$ cat src/sv/sndp_pkg.sv
package sndp_pkg;

  // Default storage widths of the accumulators
  localparam int MantBitsDef = 64;
  localparam int ExpBitsDef  = 16;

  // Fixed widths of the item fields
  localparam int CharW = 8;
  localparam int MantW = 64;
  localparam int ExpW  = 16;
  localparam int AccW  = 32;

  // Characters of the number grammar
  localparam logic [CharW-1:0] CharZero  = 8'h30;
  localparam logic [CharW-1:0] CharNine  = 8'h39;
  localparam logic [CharW-1:0] CharDot   = 8'h2e;
  localparam logic [CharW-1:0] CharE     = 8'h65;
  localparam logic [CharW-1:0] CharMinus = 8'h2d;
  localparam logic [CharW-1:0] CharPlus  = 8'h2b;

  // Result status codes
  typedef enum logic [1:0] {
    StatusOk     = 2'd0,
    StatusNoLead = 2'd1,
    StatusNoExp  = 2'd2
  } status_e;

  // Parse position, one-hot
  typedef enum logic [7:0] {
    PhStart         = 8'b0000_0001,
    PhAfterSign     = 8'b0000_0010,
    PhAfterLead     = 8'b0000_0100,
    PhFraction      = 8'b0000_1000,
    PhExpStart      = 8'b0001_0000,
    PhExpAfterSign  = 8'b0010_0000,
    PhExpDigits     = 8'b0100_0000,
    PhDone          = 8'b1000_0000
  } phase_e;

  // How the parse ended, which decides the result fields
  typedef enum logic [1:0] {
    EndOk        = 2'd0,
    EndNoLead    = 2'd1,
    EndNoExp     = 2'd2,
    EndExpDigits = 2'd3
  } end_kind_e;

  // Classify the phase in which the parse stops
  function automatic end_kind_e kind_of(input phase_e ph);
    end_kind_e k;
    case (ph)
      PhStart, PhAfterSign:       k = EndNoLead;
      PhExpStart, PhExpAfterSign: k = EndNoExp;
      PhExpDigits:                k = EndExpDigits;
      default:                    k = EndOk;
    endcase
    return k;
  endfunction

endpackage

$ cat src/sv/sci_notation_decimal_parser_core.sv
// Decimal scientific-notation parser. Characters arrive one per item on the
// input channel, with last_char_i set on the final one; the block takes one
// character every cycle unless in_stall_o is set. Each character updates the
// parse state (one multiply-by-ten-and-add on the mantissa or the exponent
// digits); a final character also copies the state into a finish register,
// where the exponent is combined and the status is decided. The result is
// then loaded into the output register once that register is empty or taken.
// Input stalls only while both the finish register and the output register
// are full and the output is stalled. MANT_BITS sets the width at which the
// mantissa wraps and EXP_BITS the width at which the exponent wraps;
// overflow_o reports any wrap.
module sci_notation_decimal_parser_core #(
  parameter int MANT_BITS = sndp_pkg::MantBitsDef,
  parameter int EXP_BITS  = sndp_pkg::ExpBitsDef
) (
  input  logic                          clk_i,
  input  logic                          rst_ni,
  input  logic                          in_valid_i,
  output logic                          in_stall_o,
  input  logic [sndp_pkg::CharW-1:0]    char_code_i,
  input  logic                          last_char_i,
  output logic                          out_valid_o,
  input  logic                          out_stall_i,
  output logic                          negative_o,
  output logic [sndp_pkg::MantW-1:0]    mantissa_o,
  output logic signed [sndp_pkg::ExpW-1:0] exponent_o,
  output logic [1:0]                    status_o,
  output logic                          overflow_o
);

  localparam int MW = MANT_BITS;
  localparam int EW = EXP_BITS;
  localparam int AW = sndp_pkg::AccW;
  localparam int XW = AW + 4;   // room for acc * 10 + digit
  localparam int SW = AW + 2;   // room for exponent sum

  // Parse state
  sndp_pkg::phase_e    phase_q, phase_d;
  sndp_pkg::end_kind_e done_kind_q, done_kind_d;
  logic                sign_q, sign_d;
  logic [MW-1:0]       mant_q, mant_d;
  logic signed [EW-1:0] fexp_q, fexp_d;
  logic [AW-1:0]       eacc_q, eacc_d;
  logic                eneg_q, eneg_d;
  logic                wrap_q, wrap_d;
  sndp_pkg::end_kind_e end_kind;

  // Finish register
  logic                pb_valid_q;
  logic                pb_sign_q;
  logic [MW-1:0]       pb_mant_q;
  logic signed [EW-1:0] pb_fexp_q;
  logic [AW-1:0]       pb_eacc_q;
  logic                pb_eneg_q;
  logic                pb_wrap_q;
  sndp_pkg::end_kind_e pb_kind_q;

  // Output register
  logic                out_valid_q;
  logic                out_neg_q;
  logic [sndp_pkg::MantW-1:0] out_mant_q;
  logic [sndp_pkg::ExpW-1:0]  out_exp_q;
  sndp_pkg::status_e   out_status_q;
  logic                out_ovf_q;

  logic in_acc, out_load;
  logic is_dig, is_minus, is_plus, is_dot, is_e;
  logic [3:0] dig_val;
  logic [MW+3:0] mant_x10;
  logic mant_ovf;
  logic fexp_ovf;
  logic [XW-1:0] eacc_ext, eacc_x10;
  logic eacc_ovf;

  // Handshake: stall only when both result stages are held
  assign out_load   = !out_valid_q || !out_stall_i;
  assign in_stall_o = pb_valid_q && !out_load;
  assign in_acc     = in_valid_i && !in_stall_o;

  // Character classes
  assign is_dig   = char_code_i inside {[sndp_pkg::CharZero:sndp_pkg::CharNine]};
  assign is_minus = char_code_i == sndp_pkg::CharMinus;
  assign is_plus  = char_code_i == sndp_pkg::CharPlus;
  assign is_dot   = char_code_i == sndp_pkg::CharDot;
  assign is_e     = char_code_i == sndp_pkg::CharE;
  assign dig_val  = 4'(char_code_i - sndp_pkg::CharZero);

  // Mantissa times ten plus digit, with carry-out as wrap
  assign mant_x10 = ({4'b0, mant_q} << 3) + ({4'b0, mant_q} << 1) + (MW+4)'(dig_val);
  assign mant_ovf = |mant_x10[MW+3:MW];

  // Fraction exponent wraps when decremented from its minimum
  assign fexp_ovf = fexp_q == {1'b1, {(EW-1){1'b0}}};

  // Signed exponent digits times ten plus digit
  assign eacc_ext = {{4{eacc_q[AW-1]}}, eacc_q};
  assign eacc_x10 = (eacc_ext << 3) + (eacc_ext << 1) + XW'(dig_val);
  assign eacc_ovf = !((eacc_x10[XW-1:AW-1] == '0) || (eacc_x10[XW-1:AW-1] == '1));

  // Advance the parse by one character
  always_comb begin
    phase_d     = phase_q;
    done_kind_d = done_kind_q;
    sign_d      = sign_q;
    mant_d      = mant_q;
    fexp_d      = fexp_q;
    eacc_d      = eacc_q;
    eneg_d      = eneg_q;
    wrap_d      = wrap_q;
    case (phase_q)
      sndp_pkg::PhStart: begin
        if (is_minus) begin
          sign_d  = 1'b1;
          phase_d = sndp_pkg::PhAfterSign;
        end else if (is_plus) begin
          phase_d = sndp_pkg::PhAfterSign;
        end else if (is_dig) begin
          mant_d  = MW'(dig_val);
          phase_d = sndp_pkg::PhAfterLead;
        end else begin
          phase_d = sndp_pkg::PhDone;
        end
      end
      sndp_pkg::PhAfterSign: begin
        if (is_dig) begin
          mant_d  = MW'(dig_val);
          phase_d = sndp_pkg::PhAfterLead;
        end else begin
          phase_d = sndp_pkg::PhDone;
        end
      end
      sndp_pkg::PhAfterLead: begin
        if (is_dot) begin
          phase_d = sndp_pkg::PhFraction;
        end else if (is_e) begin
          phase_d = sndp_pkg::PhExpStart;
        end else begin
          phase_d = sndp_pkg::PhDone;
        end
      end
      sndp_pkg::PhFraction: begin
        if (is_dig) begin
          mant_d = mant_x10[MW-1:0];
          fexp_d = fexp_q - 1'b1;
          wrap_d = wrap_q || mant_ovf || fexp_ovf;
        end else if (is_e) begin
          phase_d = sndp_pkg::PhExpStart;
        end else begin
          phase_d = sndp_pkg::PhDone;
        end
      end
      sndp_pkg::PhExpStart: begin
        if (is_minus) begin
          eneg_d  = 1'b1;
          phase_d = sndp_pkg::PhExpAfterSign;
        end else if (is_plus) begin
          phase_d = sndp_pkg::PhExpAfterSign;
        end else if (is_dig) begin
          eacc_d  = AW'(dig_val);
          phase_d = sndp_pkg::PhExpDigits;
        end else begin
          phase_d = sndp_pkg::PhDone;
        end
      end
      sndp_pkg::PhExpAfterSign: begin
        if (is_dig) begin
          eacc_d  = AW'(dig_val);
          phase_d = sndp_pkg::PhExpDigits;
        end else begin
          phase_d = sndp_pkg::PhDone;
        end
      end
      sndp_pkg::PhExpDigits: begin
        if (is_dig) begin
          eacc_d = eacc_x10[AW-1:0];
          wrap_d = wrap_q || eacc_ovf;
        end else begin
          phase_d = sndp_pkg::PhDone;
        end
      end
      default: begin
      end
    endcase
    // Remember where the parse stopped; later characters are ignored
    if (phase_q != sndp_pkg::PhDone && phase_d == sndp_pkg::PhDone) begin
      done_kind_d = sndp_pkg::kind_of(phase_q);
    end
  end

  assign end_kind = (phase_d == sndp_pkg::PhDone) ? done_kind_d : sndp_pkg::kind_of(phase_d);

  // Parse state: update per item, clear after the final character
  always_ff @(posedge clk_i or negedge rst_ni) begin
    if (!rst_ni) begin
      phase_q     <= sndp_pkg::PhStart;
      done_kind_q <= sndp_pkg::EndOk;
      sign_q      <= 1'b0;
      mant_q      <= '0;
      fexp_q      <= '0;
      eacc_q      <= '0;
      eneg_q      <= 1'b0;
      wrap_q      <= 1'b0;
    end else if (in_acc) begin
      if (last_char_i) begin
        phase_q     <= sndp_pkg::PhStart;
        done_kind_q <= sndp_pkg::EndOk;
        sign_q      <= 1'b0;
        mant_q      <= '0;
        fexp_q      <= '0;
        eacc_q      <= '0;
        eneg_q      <= 1'b0;
        wrap_q      <= 1'b0;
      end else begin
        phase_q     <= phase_d;
        done_kind_q <= done_kind_d;
        sign_q      <= sign_d;
        mant_q      <= mant_d;
        fexp_q      <= fexp_d;
        eacc_q      <= eacc_d;
        eneg_q      <= eneg_d;
        wrap_q      <= wrap_d;
      end
    end
  end

  // Finish register: valid flag
  always_ff @(posedge clk_i or negedge rst_ni) begin
    if (!rst_ni) begin
      pb_valid_q <= 1'b0;
    end else if (in_acc && last_char_i) begin
      pb_valid_q <= 1'b1;
    end else if (out_load) begin
      pb_valid_q <= 1'b0;
    end
  end

  // Finish register: capture the final parse state
  always_ff @(posedge clk_i) begin
    if (in_acc && last_char_i) begin
      pb_sign_q <= sign_d;
      pb_mant_q <= mant_d;
      pb_fexp_q <= fexp_d;
      pb_eacc_q <= eacc_d;
      pb_eneg_q <= eneg_d;
      pb_wrap_q <= wrap_d;
      pb_kind_q <= end_kind;
    end
  end

  // Combine fraction exponent and exponent digits
  logic [SW-1:0] fexp_ext, eacc_sext, exp_sum;
  logic exp_sum_ovf;
  logic signed [EW-1:0] fin_exp;
  logic [AW-1:0] fin_exp_ext;
  logic [MW-1:0] fin_mant;
  logic fin_ovf;
  sndp_pkg::status_e fin_status;

  assign fexp_ext    = SW'(pb_fexp_q);
  assign eacc_sext   = {{2{pb_eacc_q[AW-1]}}, pb_eacc_q};
  assign exp_sum     = pb_eneg_q ? (fexp_ext - eacc_sext) : (fexp_ext + eacc_sext);
  assign exp_sum_ovf = !((exp_sum[SW-1:EW-1] == '0) || (exp_sum[SW-1:EW-1] == '1));

  // Decide the result fields
  always_comb begin
    fin_mant   = pb_mant_q;
    fin_exp    = pb_fexp_q;
    fin_ovf    = pb_wrap_q;
    fin_status = sndp_pkg::StatusOk;
    case (pb_kind_q)
      sndp_pkg::EndNoLead: begin
        fin_mant   = '0;
        fin_exp    = '0;
        fin_ovf    = 1'b0;
        fin_status = sndp_pkg::StatusNoLead;
      end
      sndp_pkg::EndNoExp: begin
        fin_status = sndp_pkg::StatusNoExp;
      end
      sndp_pkg::EndExpDigits: begin
        fin_exp = exp_sum[EW-1:0];
        fin_ovf = pb_wrap_q || exp_sum_ovf;
      end
      default: begin
      end
    endcase
  end

  assign fin_exp_ext = AW'(fin_exp);

  // Output register: valid flag
  always_ff @(posedge clk_i or negedge rst_ni) begin
    if (!rst_ni) begin
      out_valid_q <= 1'b0;
    end else if (out_load) begin
      out_valid_q <= pb_valid_q;
    end
  end

  // Output register: hold the result while stalled
  always_ff @(posedge clk_i) begin
    if (out_load && pb_valid_q) begin
      out_neg_q    <= pb_sign_q;
      out_mant_q   <= sndp_pkg::MantW'(fin_mant);
      out_exp_q    <= fin_exp_ext[sndp_pkg::ExpW-1:0];
      out_status_q <= fin_status;
      out_ovf_q    <= fin_ovf;
    end
  end

  assign out_valid_o = out_valid_q;
  assign negative_o  = out_neg_q;
  assign mantissa_o  = out_mant_q;
  assign exponent_o  = out_exp_q;
  assign status_o    = out_status_q;
  assign overflow_o  = out_ovf_q;

endmodule

$ cat config.mk
export PLATFORM = sky130hd
export DESIGN_NAME = sci_notation_decimal_parser_core
export DESIGN_NICKNAME = d
export VERILOG_FILES = /design/src/sv/sndp_pkg.sv /design/src/sv/sci_notation_decimal_parser_core.sv
export SDC_FILE = /design/constraint.sdc
export NUM_CORES = 1
export LEC_CHECK = 0
export ABC_CLOCK_PERIOD_IN_PS = 7700
export BUFFER_PORTS_ARGS = -buffer_cell sky130_fd_sc_hd__buf_2
export CAP_MARGIN = 20
export CORE_ASPECT_RATIO = 0.9
export CORE_MARGIN = 2
export CORE_UTILIZATION = 37
export CTS_CLUSTER_SIZE = 30
export DETAILED_ROUTE_END_ITERATION = 16
export SLEW_MARGIN = 25
export SYNTH_ARGS = -nofsm -noshare
export SYNTH_HDL_FRONTEND = slang
export SYNTH_SLANG_ARGS = --single-unit
$ cat constraint.sdc
create_clock -name clk_i -period 7.7 [get_ports clk_i]
set_input_delay 2.31 -clock clk_i [delete_from_list [all_inputs] [get_ports clk_i]]
set_output_delay 2.31 -clock clk_i [all_outputs]
set_load 0.005 [all_outputs]
==> results.md <==
- TritonCTS clock tree: yes
- Synth warn: 0
- Max Clock Freq: 169 MHz
- Worst-Skew Late Latency: 560 ps
- Kind of capture point of the worst setup path: flop
- Slew @ Worst Pin: 1010 ps
- Core region area: 60900 sq um
- Antenna viol nets, final: 0
- Layout overhead on the synthesized area: 11.6%
- Post-synthesis instance area: 22700 sq um
- Number of clock sinks seen by CTS: 328
- Synth async-reset ratio: 0.387
- P_int: 3.33 mW
- Number of DRC markers in iteration 0: 1224
- Type of the worst min-delay path: flop to flop
- Max-slew violation count: 0
- Final nets: 2606
- Setup CP Type: input pin to flop
- Routed length per placed instance: 19.2 microns
- Slowest cell on the critical path: sky130_fd_sc_hd__fa_1
- Remaining max-slew budget at the tightest pin: 0.323
- DPL Wire Length: roughly 44 mm
- Result of the run: complete, no violations
- Startpoint Class: input pin
- Post-CTS setup-driven buffer insertion count: 0
- Leakage power figure: 10.8 nW
- Peak fanout along the critical path: 5
- Required time at the worst-slack endpoint: 8000 ps
- Final period util: 0.767
- CTS clock-pin slew for the worst setup and hold paths: approximately 60 ps
- Avg Inst Size Synth: around 9.8 sq um
- Vias in the first global route: 18100
- Aggregate global routing overflow: 0
- Data arrival time of the worst path: 6200 ps
- Total Neg Setup Slack: 0 ps
- Number of placed cells counting well taps: ~3100
- Non-filler cells in the finished layout: 3187
- Number of buffers created by CTS: 39
- Chip Height: 239 microns
- Count of unique library cells instantiated by Yosys: 96
- Leading cell types in the layout, fill and taps excluded: sky130_fd_sc_hd__ha_1 (225), sky130_fd_sc_hd__edfxtp_1 (201), sky130_fd_sc_hd__nand2_1 (197), sky130_fd_sc_hd__a21oi_1 (170), sky130_fd_sc_hd__o21ai_0 (146)
- Die Span X: around 270 microns
- Post-cts sizing count: 0
- Starting Density: 0.373
- Global-route wire length before repair: 99.3 mm
- Most Frequent Cell on Critical Path: sky130_fd_sc_hd__fa_1
- Initial antenna violation count: 5
- Overall via count from detail_route: roughly 18000
- Syn Inst Count: around 2300
- IO Count: a little under 100
- Worst-case clock buffer depth: 3
- Share of synthesized area occupied by flip-flops and latches: 0.406
- Global Route Usage Sum: 0.193
- CP cell instances: buf_2 -> inv_1 -> fa_1 -> fa_1 -> nor2b_1 -> o2111ai_1 -> a21oi_1 -> nor3b_1 -> o21a_1 -> o41a_1 -> o21ai_1 -> a41oi_1 -> xnor2_1 -> a22o_1
- RSZ-0062 raised after global routing: no
- H-tree lvl count: 2
- Hold violation count in the final report: 0
- Fin worst setup slack: 1800 ps
- Category of cells accounting for the largest share of critical-path delay: compound AO/OA/AOI/OAI gates
- Leading cell type in the layout, fill and taps excluded: sky130_fd_sc_hd__ha_1
- Total detailed-routing wirelength: 61.2 mm
- Number of max-cap violations: 0
- Via count normalized by instance count: 5.77
- Place WS: 1280 ps
- Final setup skew: 24.3 ps
- Post-synth net total: roughly 2600
- Router iterations before antenna repair: 7
- Top_reg_cell synth: sky130_fd_sc_hd__edfxtp_1
- Floorplan die area: 63400 sq um
- Post-synth EDFFs: 201
- Placer Congestion: 0.912
- Number of endpoints failing setup at the final stage: 0
- Psw: 1.15 mW
- Min Clock Period, post-route: 5900 ps
- Worst vdd ir: 125 uV
- # DRC: 0
- Clock root cell: sky130_fd_sc_hd__clkbuf_16
- Power share of the clock group: 0.443
- FP Rows: 86
- Portion of total power attributed to combinational logic: 0.112
- Power per cell area: 177 nW/um^2
- Port Buffer Count: 98
- Hold-fix buffer count after cts: 0
- Fraction of layout cells with a size suffix above 1: 0.0924
- Number of flip-flops and latches in the synthesized netlist: 328
- Switching share of total power: 0.256
- Pin count of the biggest net entering global routing: 88
- Part of the power in registers: 0.445
- Bufs and invs on worst path: 2
- Slowest stage delay, CP: roughly 540 ps
## path summary, 6_finish.rpt
path / slack [ps] / start / to / depth (start not counted)
max in group asynchronous: 4580 / rst_ni / mant_q[30] / 2
min reg2reg: 490 / done_kind_q[0] / done_kind_q[0] / 2
max reg2reg: 2470 / pb_eacc_q[0] / overflow_o / 17
min in group asynchronous: 1830 / rst_ni / eacc_q[19] / 1
max: 1800 / char_code_i[3] / pb_mant_q[54] / 14
min: 490 / done_kind_q[0] / done_kind_q[0] / 2
## routing by layer
metal | up-vias | part of all wire | global-route usage
met5 | - | 0.00057 | 0
met4 | 6 | 0.019 | 0.0490
met3 | 83 | 0.054 | 0.0301
met2 | 505 | 0.44 | 0.304
met1 | 8943 | 0.49 | 0.277
li1 | 8839 | - | -
## layout make-up
cell class / count / area (sq um)
clock buffer: 48 / 1070
fill: 5883 / 35600
multi-input combinational: 1804 / 12800
inverter: 79 / 299
timing repair buffer: 111 / 611
sequential: 328 / 9220
tap: 792 / 991
clock inverter: 23 / 308
antenna: 2 / 5.00
## cells in the mapped netlist, drive strengths merged (9+ instances only)
cell	count	area (sq um)
dfrtp	126	3150
ha	225	2820
o22ai	21	138
nand2	202	761
xnor2	98	858
and3	17	106
or4	15	120
o21bai	25	188
edfxtp	201	6040
o21a	25	188
a32o	9	90.1
and2	76	478
clkbuf	88	330
o211ai	20	150
buf	11	52.5
a211oi	12	95.1
o2111ai	11	96.3
a22o	124	1090
nand4	40	250
or3	16	100
nor4	19	168
o21ai	174	878
nand3	36	180
inv	79	297
a21boi	12	90.1
a21o	50	375
nor3	42	215
a31oi	11	68.8
nor2b	20	125
nor2	118	445
or2	9	56.3
xor2	48	420
a21oi	170	851
o31ai	16	125
nand2b	25	156
## kinds of logic (layout without fill, tap and decap cells)
group                      count (synthesis)  count (layout)  synth area share
buffers and inverters                    178             261            0.0299
AOI/OAI and AO/OA                        761             761             0.228
adders and majority gates                230             230             0.128
DFF                                      328             328             0.406
other                                      0               2                 0
and+or+nand+nor                          662             662             0.149
muxes                                      5               5           0.00231
xor gates and xnor gates                 146             146            0.0563
## worst reg2reg max path, stage by stage (launching register included)
cell and delay (ps):
sky130_fd_sc_hd__edfxtp_1 440, sky130_fd_sc_hd__inv_1 90, sky130_fd_sc_hd__ha_1 180, sky130_fd_sc_hd__or3b_1 420
sky130_fd_sc_hd__nor4_4 540, sky130_fd_sc_hd__a31oi_1 210, sky130_fd_sc_hd__xnor2_1 190, sky130_fd_sc_hd__ha_1 440
sky130_fd_sc_hd__a21oi_1 110, sky130_fd_sc_hd__o21ai_0 430, sky130_fd_sc_hd__nand3_1 180, sky130_fd_sc_hd__and3_1 210
sky130_fd_sc_hd__a21boi_0 390, sky130_fd_sc_hd__o22ai_1 170, sky130_fd_sc_hd__nor4_1 350, sky130_fd_sc_hd__nand4_1 220
sky130_fd_sc_hd__nor4_2 280, sky130_fd_sc_hd__a311oi_1 90
## registers in the layout, summed over array words and instances (netlist names), 8 cells and up
signal,cells
pb_eacc_q,32
eacc_q,32
mantissa_o,64
pb_fexp_q,16
exponent_o,16
pb_mant_q,64
mant_q,64
fexp_q,16
phase_q,8
## power by group through the flow
stage	clock [mW]	combinational (mW)	sequential, mW
after floorplan	0	0.329	2.02
after global placement	0	0.493	2.03
after detailed placement	0	0.501	2.03
after CTS	2.04	0.504	1.99
after global routing	2.11	0.559	2.00
final	1.99	0.501	1.99
## stage by stage
step / utilization / hold WS, ps / cell area [sq um] / power (mW)
2_1_floorplan: - / 400 / 22700 / 2.35
3_3_place_gp: 0.393 / 467 / 24000 / 2.52
3_5_place_dp: 0.393 / 478 / 24000 / 2.53
4_1_cts: 0.416 / 492 / 25300 / 4.54
5_1_grt: 0.416 / 507 / 25300 / 4.66
6_report: 0.416 / 486 / 25300 / 4.48
No activity file was read; power rests on OpenSTA's default activity.
